### config.mk
export PLATFORM = sky130hd
export DESIGN_NAME = lrc_ctrl
export DESIGN_NICKNAME = d
export VERILOG_FILES = /design/src/rtl/core/lrc_pkg.sv /design/src/rtl/core/lrc_ctrl.sv
export SDC_FILE = /design/constraint.sdc
export NUM_CORES = 1
export LEC_CHECK = 0
export ABC_AREA = 1
export BUFFER_PORTS_ARGS = -buffer_cell sky130_fd_sc_hd__buf_2
export CORE_AREA = 5 5 42 44
export CTS_CLUSTER_SIZE = 25
export DETAILED_ROUTE_END_ITERATION = 10
export DIE_AREA = 0 0 47 49
export GPL_TIMING_DRIVEN = 1
export HOLD_SLACK_MARGIN = 0.15
export MAX_ROUTING_LAYER = met4
export SLEW_MARGIN = 0
export SYNTH_ARGS = -nofsm -noshare
export SYNTH_HDL_FRONTEND = slang
export SYNTH_SLANG_ARGS = --single-unit
export TNS_END_PERCENT = 50
### constraint.sdc
create_clock -name clk -period 1 [get_ports clk]
set_input_delay 0.15 -clock clk [delete_from_list [all_inputs] [get_ports clk]]
set_output_delay 0.15 -clock clk [all_outputs]
set_load 0.05 [all_outputs]
### src/rtl/core/lrc_pkg.sv
// Shared constants, types and helpers for the LRU lookup cache.
`default_nettype none

package lrc_pkg;

  localparam int ENTRIES    = 64;
  localparam int DATA_WIDTH = 64;
  localparam int IDX_W      = $clog2(ENTRIES);
  localparam int CNT_W      = $clog2(ENTRIES + 1);
  localparam int RANK_W     = IDX_W;
  localparam int KEY_W      = 64;
  localparam int WORD_W     = 64;
  localparam int CAP_W      = 7;
  localparam logic [CAP_W-1:0] CAP_RESET = 7'd64;

  localparam logic MODE_LOOKUP = 1'b0;
  localparam logic MODE_INSERT = 1'b1;

  typedef enum logic [1:0] {
    OP_SEARCH  = 2'd0,
    OP_PROMOTE = 2'd1,
    OP_INSERT  = 2'd2
  } op_t;

  typedef struct packed {
    logic start;
    logic clr_idx;
    logic issue;
    op_t  op;
    logic pay_rd;
    logic slot_wr;
    logic load_out;
  } lrc_cmd_t;

  typedef struct packed {
    logic scan_done;
    logic rd_busy;
    logic found;
    logic full;
    logic out_free;
  } lrc_status_t;

  function automatic logic [CNT_W-1:0] eff_capacity(input logic [CAP_W-1:0] cap);
    logic [CNT_W-1:0] res;
    if (cap == '0) begin
      res = CNT_W'(1);
    end else if (int'(cap) > ENTRIES) begin
      res = CNT_W'(ENTRIES);
    end else begin
      res = CNT_W'(cap);
    end
    return res;
  endfunction

endpackage

`default_nettype wire

### src/rtl/core/lrc_ctrl.sv
// Control state machine sequencing the search, promote and insert passes.
`default_nettype none

module lrc_ctrl
  import lrc_pkg::*;
(
  input  logic        clk,
  input  logic        rst,
  input  logic        s_tvalid,
  input  logic        mode,
  output logic        s_tready,
  input  lrc_status_t status,
  output lrc_cmd_t    cmd
);

  typedef enum logic [4:0] {
    S_IDLE = 5'b00001,
    S_SRCH = 5'b00010,
    S_PROM = 5'b00100,
    S_INS  = 5'b01000,
    S_FIN  = 5'b10000
  } state_t;

  state_t state;
  state_t state_next;

  always_ff @(posedge clk) begin
    if (rst) begin
      state <= S_IDLE;
    end else begin
      state <= state_next;
    end
  end

  assign s_tready = (state == S_IDLE);

  always_comb begin
    state_next = state;
    cmd        = '0;
    cmd.op     = OP_SEARCH;
    unique case (state)
      S_IDLE: begin
        if (s_tvalid) begin
          cmd.start  = 1'b1;
          state_next = (mode == MODE_INSERT) ? S_INS : S_SRCH;
        end
      end
      S_SRCH: begin
        cmd.op = OP_SEARCH;
        if (!status.scan_done) begin
          cmd.issue = 1'b1;
        end else if (!status.rd_busy) begin
          if (status.found) begin
            cmd.pay_rd  = 1'b1;
            cmd.clr_idx = 1'b1;
            state_next  = S_PROM;
          end else begin
            state_next = S_FIN;
          end
        end
      end
      S_PROM: begin
        cmd.op = OP_PROMOTE;
        if (!status.scan_done) begin
          cmd.issue = 1'b1;
        end else if (!status.rd_busy) begin
          state_next = S_FIN;
        end
      end
      S_INS: begin
        cmd.op = OP_INSERT;
        if (!status.scan_done) begin
          cmd.issue = 1'b1;
        end else if (!status.rd_busy) begin
          cmd.slot_wr = !status.full;
          state_next  = S_FIN;
        end
      end
      S_FIN: begin
        if (status.out_free) begin
          cmd.load_out = 1'b1;
          state_next   = S_IDLE;
        end
      end
      default: begin
        state_next = S_IDLE;
      end
    endcase
  end

endmodule

`default_nettype wire

# [Word level (Yosys, flattened, before mapping)]
# Cells that the tools add are included.
[totals] latchBits=0 romBits=0 elab_cells=37 ram_bits=0 in_bits=9 n_memories=0 register_bits=5
[op_classes] n_shift=0 magnitude_cmp=0 n_reduce_logical=3 add_sub_neg=0 div_mod_pow=0 multipliers=0 eq_ne=11 bitwise_logic=0 mux=22
[ops] op="5-bit two-way mux" count=7
[ops] op="5-bit one-hot mux with 4 select lines" count=1
[ops] op="1-bit two-way mux" count=12
[ops] op="2-bit inequality test (second input constant)" count=5
[ops] op="3-bit one-hot mux with 3 select lines" count=1
[ops] op="6-bit AND reduction" count=1
[ops] op="5-bit by 1-bit equality test with 1-bit output (second input constant)" count=1
[ops] op="5-bit by 2-bit equality test with 1-bit output (second input constant)" count=1
[ops] op="5-bit by 3-bit equality test with 1-bit output (second input constant)" count=1
[ops] op="5-bit by 4-bit equality test with 1-bit output (second input constant)" count=1
[ops] op="5-bit equality test (second input constant)" count=1
[ops] op="4-bit two-way mux" count=1
[ops] op="2-bit by 1-bit inequality test with 1-bit output (second input constant)" count=1
[ops] op="2-bit OR reduction" count=1
[ops] op="1-bit logical NOT" count=1

# [Longest topological paths before layout]
# Gate-level depths: netlist of run 1.
[depth] depth_word=4 mapped_depth=8 ltp_nobuf=8

# [Worst setup path before layout of run 1]
# Ideal clock, no wire load.
[synth_timing] kind="reg2out" start="reg state[1]" end="out cmd[6] in the netlist's numbering" t_arrival_ps=1784 path_slack_ps=-934 path_stages_with_launch=8 required_time_ps=850 cell_sequence="dfxtp_1 -> inv_2 -> nor2_2 -> nand3_2 -> inv_1 -> nand2_1 -> nor2_1 -> buf_4"
[synth_rtl] item="start, declared" line="lrc_ctrl.sv:24" rtl="state_t state;"
[synth_rtl] item="start signal, assigned" line="lrc_ctrl.sv:31" rtl="state <= state_next;"
[synth_rtl] item="end, declared" line="lrc_ctrl.sv:13" rtl="output lrc_cmd_t cmd"

==> results of run 1 <==
==> worst max-delay path by stage <==
stage,end,slack [ns],start
after floorplan,cmd[6],-0.41,state[3]$_SDFFE_PP0P_
after global placement,cmd[6],-0.27,state[2]$_SDFFE_PP0P_
after detailed placement,cmd[6],-0.28,state[2]$_SDFFE_PP0P_
after CTS,cmd[2],-0.44,state[2]$_SDFFE_PP0P_
after global routing,cmd[6],-0.52,state[3]$_SDFFE_PP0P_
final,cmd[6],-0.43,state[3]$_SDFFE_PP0P_
==> Yosys cell counts (all sizes together) <==
library cell and instances:
nand3 11, inv 14, a21oi 5, nand4 3
o21ai 3, dfxtp 5, nor3 1, buf 1
or2 1, nand2 7, nor2 13
==> critical path: cells and delay by family, from the launching register on <==
| kind | cells | cell delay (ns) |
|---|---|---|
| AND/OR/NAND/NOR | 4 | 0.44 |
| flip-flops | 1 | 0.35 |
| buffers and inverters | 2 | 0.25 |
==> where the power goes <==
part | total, uW | internal (uW) | switching [uW]
clock | 227 | 150 | 76.4
sequential | 399 | 292 | 107
combinational | 1750 | 810 | 938
total | 2370 | 1250 | 1120
==> logic make-up (layout without fill, tap and decap cells) <==
kind of cell	count (synthesis)	count (layout)	share of synthesized area [%]
buf+inv	15	55	14.4
flops	5	5	24.0
compound gates	8	8	9.58
simple gates	36	36	52.1
==> metal layers <==
metal	up-vias	wire length, um	share of wire (%)	GRT usage [%]
li1	286	-	-	-
met1	250	522	40	14.9
met2	11	712	54	21.3
met3	4	42	3.2	3.32
met4	0	42	3.2	4.15
met5	-	0	0	-
==> layout by cell type, fill, tap and decap left out <==
master         count
nor2_1             3
buf_4             16
nand3_4            3
buf_12             1
nand3_1            2
buf_6              7
clkbuf_4           3
nand3_2            6
o21ai_2            1
buf_8              4
nor3_4             1
o21ai_1            2
buf_2              8
or2_2              1
inv_4              2
a21oi_2            4
inv_1              7
clkbuf_1           1
nor2_2             3
nand2_4            2
nand4_1            3
a21oi_1            1
dfxtp_2            2
inv_2              5
nor2_4             7
dlygate4sd3_1      1
nand2_1            5
dfxtp_4            3
==> area by class of cell <==
class,instances,area (um2)
clock buffers,4,26.3
fillers,123,482
inverters,14,57.6
multi-input cells,44,373
flip-flops and latches,5,114
well taps,16,20.0
repair buffers,37,329
==> what timing repair did <==
item / 4_1_cts / 5_1_grt
hold buffers: 1 / 0
hold endpoints to repair: 2 / 0
endpoints found under the setup margin: 14 / 14
pin swaps: 4 / 8
resized for setup: 27 / 18
buffers inserted: 4 / 5
==> per-stage QoR <==
stage               hold slack, ns  util [%]  instance area [um2]  setup TNS [ns]  power, uW
finish                       0.200      65.6                  920           -4.80       2370
global route                 0.207      65.6                  920           -6.04       2560
CTS                          0.187      57.9                  811           -4.83       2100
detailed placement           0.335      46.3                  649           -3.05       1460
global placement             0.338      46.3                  649           -2.85       1450
floorplan                    0.212         -                  480           -2.08       1210
==> impl_metrics.py, run 1 <==
metrics = {
    "yosys": {
        "synth-seq-area-share_pct": 24.0,
        "yosys.area.top_type": "dfxtp_1",
        "synth_top_area_share_pct": 24.0,
        "syn_area_um2": 418,
        "synth_area_leaders": "dfxtp_1, nand3_2, inv_1, nand3_1, nor2_1",
        "yosysUniqueCellTypes": 16,
        "syn-num-nets": 73,
        "ys_warn_count": 0,
        "ys_ff_latch": 5,
        "syn_avg_cell_area_um2": 6.53,
        "synth_cells": 64,
    },
    "routing": {
        "drt-total-wl_mm": 1.32,
        "wire_per_inst_um": 11.0,
        "vias_per_cell": 4.59,
        "dr.pass1.iters": 2,
        "drc": 0,
        "drtIter0Drc": 3,
        "ant_nets": 0,
        "num_vias": 551,
    },
    "die": {
        "die_h_um": 49,
        "rows": 14,
        "io_pins": 18,
        "die_width_um": 47,
        "die_area_mm2": 0.00230,
        "core_mm2": 0.00140,
        "start_util_pct": 29.8,
    },
    "cells_and_area": {
        "largest_reg_flops": 5,
        "diodes": 0,
        "nNetsFinal": 114,
        "layout.cells.non_filler": 120,
        "largest_register": "state",
        "drive_gt1_share_pct": 76.0,
        "area_growth_pct": 120,
        "reg.largest.list": "state (5)",
    },
    "sta": {
        "period_needed_ns": 1.43,
        "setup_slack_ns": -0.432,
        "skew_ns": 0.00357,
        "max_slew_margin_pct": 86.0,
        "tightest_slew_ns": 0.209,
        "fin_crit_sh_pct": 143,
        "rsz0062_at_grt": "true",
        "hold_viol": 0,
        "drv_slew": 0,
        "fmax_mhz": 698,
        "setup_viol": 14,
    },
    "pwr": {
        "leakage_uw": 0.000446,
        "power_density_mw_per_mm2": 2580,
        "peakVddDrop_uv": 2340,
    },
    "critical_path": {
        "r2r_end": "state[2]$_SDFFE_PP0P_",
        "reg2regPathDepth": 8,
        "required_ns": 0.85,
        "cp_max_fo": 4,
        "endpoint_kind": "output port",
        "arrival_ns": 1.28,
        "max_stage_delay_ns": 0.35,
        "reg2reg_from": "state[3]$_SDFFE_PP0P_",
        "r2r_slack_ns": -0.36,
        "crit_slowest_cell": "dfxtp_4",
        "path_cells": "nor2_4 -> nand3_4 -> inv_2 -> nand2_4 -> nor2_4 -> buf_6",
        "critPathKind": "reg -> out",
        "crit_path_frequent_cell": "nor2_4",
        "critPathLaunchType": "register",
    },
    "global_routing": {
        "grt_pass1_wl_mm": 2.21,
        "track_usage_pct": 13.0,
        "grt_max_degree": 7,
        "grt_pass1_vias": 548,
        "antenna_found_initial": 0,
        "grt.overflow.total": 0,
    },
    "clock_network": {
        "cts_sinks": 5,
        "htree_levels": 1,
        "cts_tree": "done",
        "cts-root-buf": "clkbuf_4",
        "clk_latency_ns": 0.24,
        "clock_path_buffers": 2,
        "clk_pin_slew_ns": 0.04,
        "tritoncts.num_buffers": 3,
    },
    "worst_hold_path": {
        "hold_depth": 4,
        "hold_end": "state[1]$_SDFFE_PP0P_",
        "hold_class": "in -> reg",
        "holdCritStartpoint": "mode",
    },
    "place": {
        "place.gp.congestion": 0.765,
        "dpl.hpwl_um": 934,
        "placedCellCount": 106,
        "io_buffers": 17,
        "pre_cts_slack_ns": -0.284,
    },
    "run_status": {
        "outcome": "complete, but fails checks",
        "violations": "setup timing",
    },
    "job": {
        "drv_cap": 0,
    },
}
No activity file was read; power rests on OpenSTA's default activity.
==> inputs of run 2 (changes only) <==
==> constraint.sdc (replaced) <==
create_clock -name clk -period 1.2 [get_ports clk]
set_input_delay 0.18 -clock clk [delete_from_list [all_inputs] [get_ports clk]]
set_output_delay 0.18 -clock clk [all_outputs]
set_load 0.05 [all_outputs]
==> run 2 against run 1 <==
The flow still finishes with violations (setup timing). Via count grew 4.4%. Clock skew grew 0.0019 ns. Die area unchanged. Register-to-register slack better by 0.20 ns. Final area is 2.7% lower. Final cell count rose by 1.7%. Total power is 21% lower. Sequential power fell by 14%. Critical endpoint unchanged. Largest power group unchanged. Highest routed layer unchanged.
==> impl_metrics.py, run 2 (synthesized netlist as in run 1, its figures left out) <==
metrics = {
    "worst_hold_path": {
        "holdCritStartpoint": "mode",
        "hold_end": "state[1]$_SDFFE_PP0P_",
        "hold_class": "in -> reg",
        "hold_depth": 4,
    },
    "routing": {
        "wire_per_inst_um": 12.3,
        "vias_per_cell": 4.71,
        "drt-total-wl_mm": 1.51,
        "dr.pass1.iters": 6,
        "ant_nets": 0,
        "drtIter0Drc": 7,
        "drc": 0,
        "num_vias": 575,
    },
    "pwr": {
        "power_frac_comb_pct": 71.1,
        "p_clk_share_pct": 10.7,
        "p_int_uw": 962,
        "peakVddDrop_uv": 1560,
        "power_density_mw_per_mm2": 2100,
        "p_sw_share_pct": 48.9,
        "p_sw_uw": 920,
        "leakage_uw": 0.000445,
        "power_uw": 1880,
        "p_seq_share_pct": 18.2,
    },
    "sta": {
        "holdWs_ns": 0.219,
        "rsz0062_at_grt": "true",
        "skew_ns": 0.00546,
        "max_slew_margin_pct": 86.6,
        "fin_crit_sh_pct": 123,
        "setup_viol": 14,
        "drv_slew": 0,
        "hold_viol": 0,
        "fmax_mhz": 678,
        "setup_slack_ns": -0.275,
        "tightest_slew_ns": 0.202,
        "period_needed_ns": 1.48,
    },
    "critical_path": {
        "critPathTopFamily": "simple AND/OR/NAND/NOR gates",
        "required_ns": 1.02,
        "critPathKind": "reg -> out",
        "r2r_end": "state[4]$_SDFFE_PP0P_",
        "crit_buf_inv": 2,
        "cp_max_fo": 4,
        "max_stage_delay_ns": 0.36,
        "endpoint_kind": "output port",
        "arrival_ns": 1.30,
        "reg2reg_from": "state[3]$_SDFFE_PP0P_",
        "crit_slowest_cell": "dfxtp_4",
        "r2r_slack_ns": -0.16,
        "path_cells": "nor2_4 -> nand3_4 -> inv_4 -> nand2_4 -> nor2_4 -> buf_6",
        "crit_path_frequent_cell": "nor2_4",
        "critPathLaunchType": "register",
        "reg2regPathDepth": 7,
    },
    "cells_and_area": {
        "final_cell_mix": "buf_4, buf_2, buf_6",
        "nNetsFinal": 116,
        "final_common_cell": "buf_4",
        "largest_reg_flops": 5,
        "area_growth_pct": 114,
        "multiInputGateArea_um2": 348,
        "drive_gt1_share_pct": 73.6,
        "layout.cells.non_filler": 122,
        "reg.largest.list": "state (5)",
        "final-seq-area_um2": 114,
        "largest_register": "state",
        "final_core_util_pct": 63.8,
        "fillers": 125,
        "diodes": 0,
    },
    "clock_network": {
        "tritoncts.num_buffers": 3,
        "clock_path_buffers": 2,
        "htree_levels": 1,
        "clk_latency_ns": 0.25,
        "clk_pin_slew_ns": 0.04,
        "cts_sinks": 5,
        "cts_tree": "done",
        "cts-root-buf": "clkbuf_4",
    },
    "run_status": {
        "outcome": "complete, but fails checks",
        "violations": "setup timing",
    },
    "global_routing": {
        "grt_max_degree": 7,
        "track_usage_pct": 13.6,
        "grt_pass1_vias": 555,
        "grt.overflow.total": 0,
        "grt_pass1_wl_mm": 2.21,
        "antenna_found_initial": 0,
    },
    "die": {
        "die_area_mm2": 0.00230,
        "io_pins": 18,
        "core_mm2": 0.00140,
        "die_h_um": 49,
        "rows": 14,
        "die_width_um": 47,
        "start_util_pct": 29.8,
    },
    "place": {
        "placedCellCount": 109,
        "io_buffers": 17,
        "place.gp.congestion": 0.801,
        "dpl.hpwl_um": 964,
    },
    "job": {
        "drv_cap": 0,
    },
}
-- run 2: changes by cell type in the layout (fill, tap and decap cells not counted), sizes merged --
| cell | before | now |
|---|---|---|
| buf | 36 | 38 |
-- run 2: worst register-to-register path, stage by stage, from the launching register on --
cell and delay, ns:
dfxtp_4 0.36, nor2_4 0.17, nand3_4 0.13, buf_4 0.15
buf_4 0.13, o21ai_1 0.14, nand3_1 0.11, a21oi_2 0.12
-- run 2: power by group through the flow --
stage | Clock, uW | Sequential, uW | Combinational, uW
2_1_floorplan | 0 | 299 | 677
3_3_place_gp | 0 | 307 | 978
3_5_place_dp | 0 | 311 | 984
4_1_cts | 204 | 332 | 1260
5_1_grt | 222 | 346 | 1430
6_report | 202 | 342 | 1340
-- run 2: worst max path at each step --
stage / start / to / slack (ns) / depth (start not counted)
floorplan: state[3]$_SDFFE_PP0P_ / cmd[6] / -0.24 / 6
detailed placement: state[1]$_SDFFE_PP0P_ / cmd[6] / -0.12 / 7
global route: state[3]$_SDFFE_PP0P_ / cmd[6] / -0.34 / 6
global placement: state[1]$_SDFFE_PP0P_ / cmd[6] / -0.11 / 7
finish: state[3]$_SDFFE_PP0P_ / cmd[6] / -0.28 / 6
CTS: state[2]$_SDFFE_PP0P_ / cmd[6] / -0.28 / 6
-- run 2: area by class of cell --
type,instances,area share [%]
clock buffer,4,2.94
inverter,14,6.43
multi-input combinational,44,38.9
sequential,5,12.7
tap,16,2.24
timing repair buffer,39,36.8
-- run 2: metrics by stage --
step                area, um2  setup TNS [ns]  setup slack, ns
floorplan                 464          -0.954           -0.237
global placement          668          -0.582           -0.112
finish                    895           -2.61           -0.275
global route              895           -3.50           -0.337
CTS                       840           -2.44           -0.280
detailed placement        668          -0.731           -0.116
-- run 2: per-layer routing --
metal	up-vias	GRT usage, %	part of all wire (%)
met2	21	20.8	54
met5	-	-	0
li1	292	-	-
met4	0	5.53	2.7
met1	257	15.8	37
met3	5	4.43	6.3
-- run 2: timing repair --
item | in CTS | in global routing
endpoints found under the setup margin | 13 | 14
pin swaps | 9 | 6
resized for setup | 34 | 8
hold endpoints to repair | 2 | 0
setup buffers | 4 | 4
hold buffers | 1 | 0
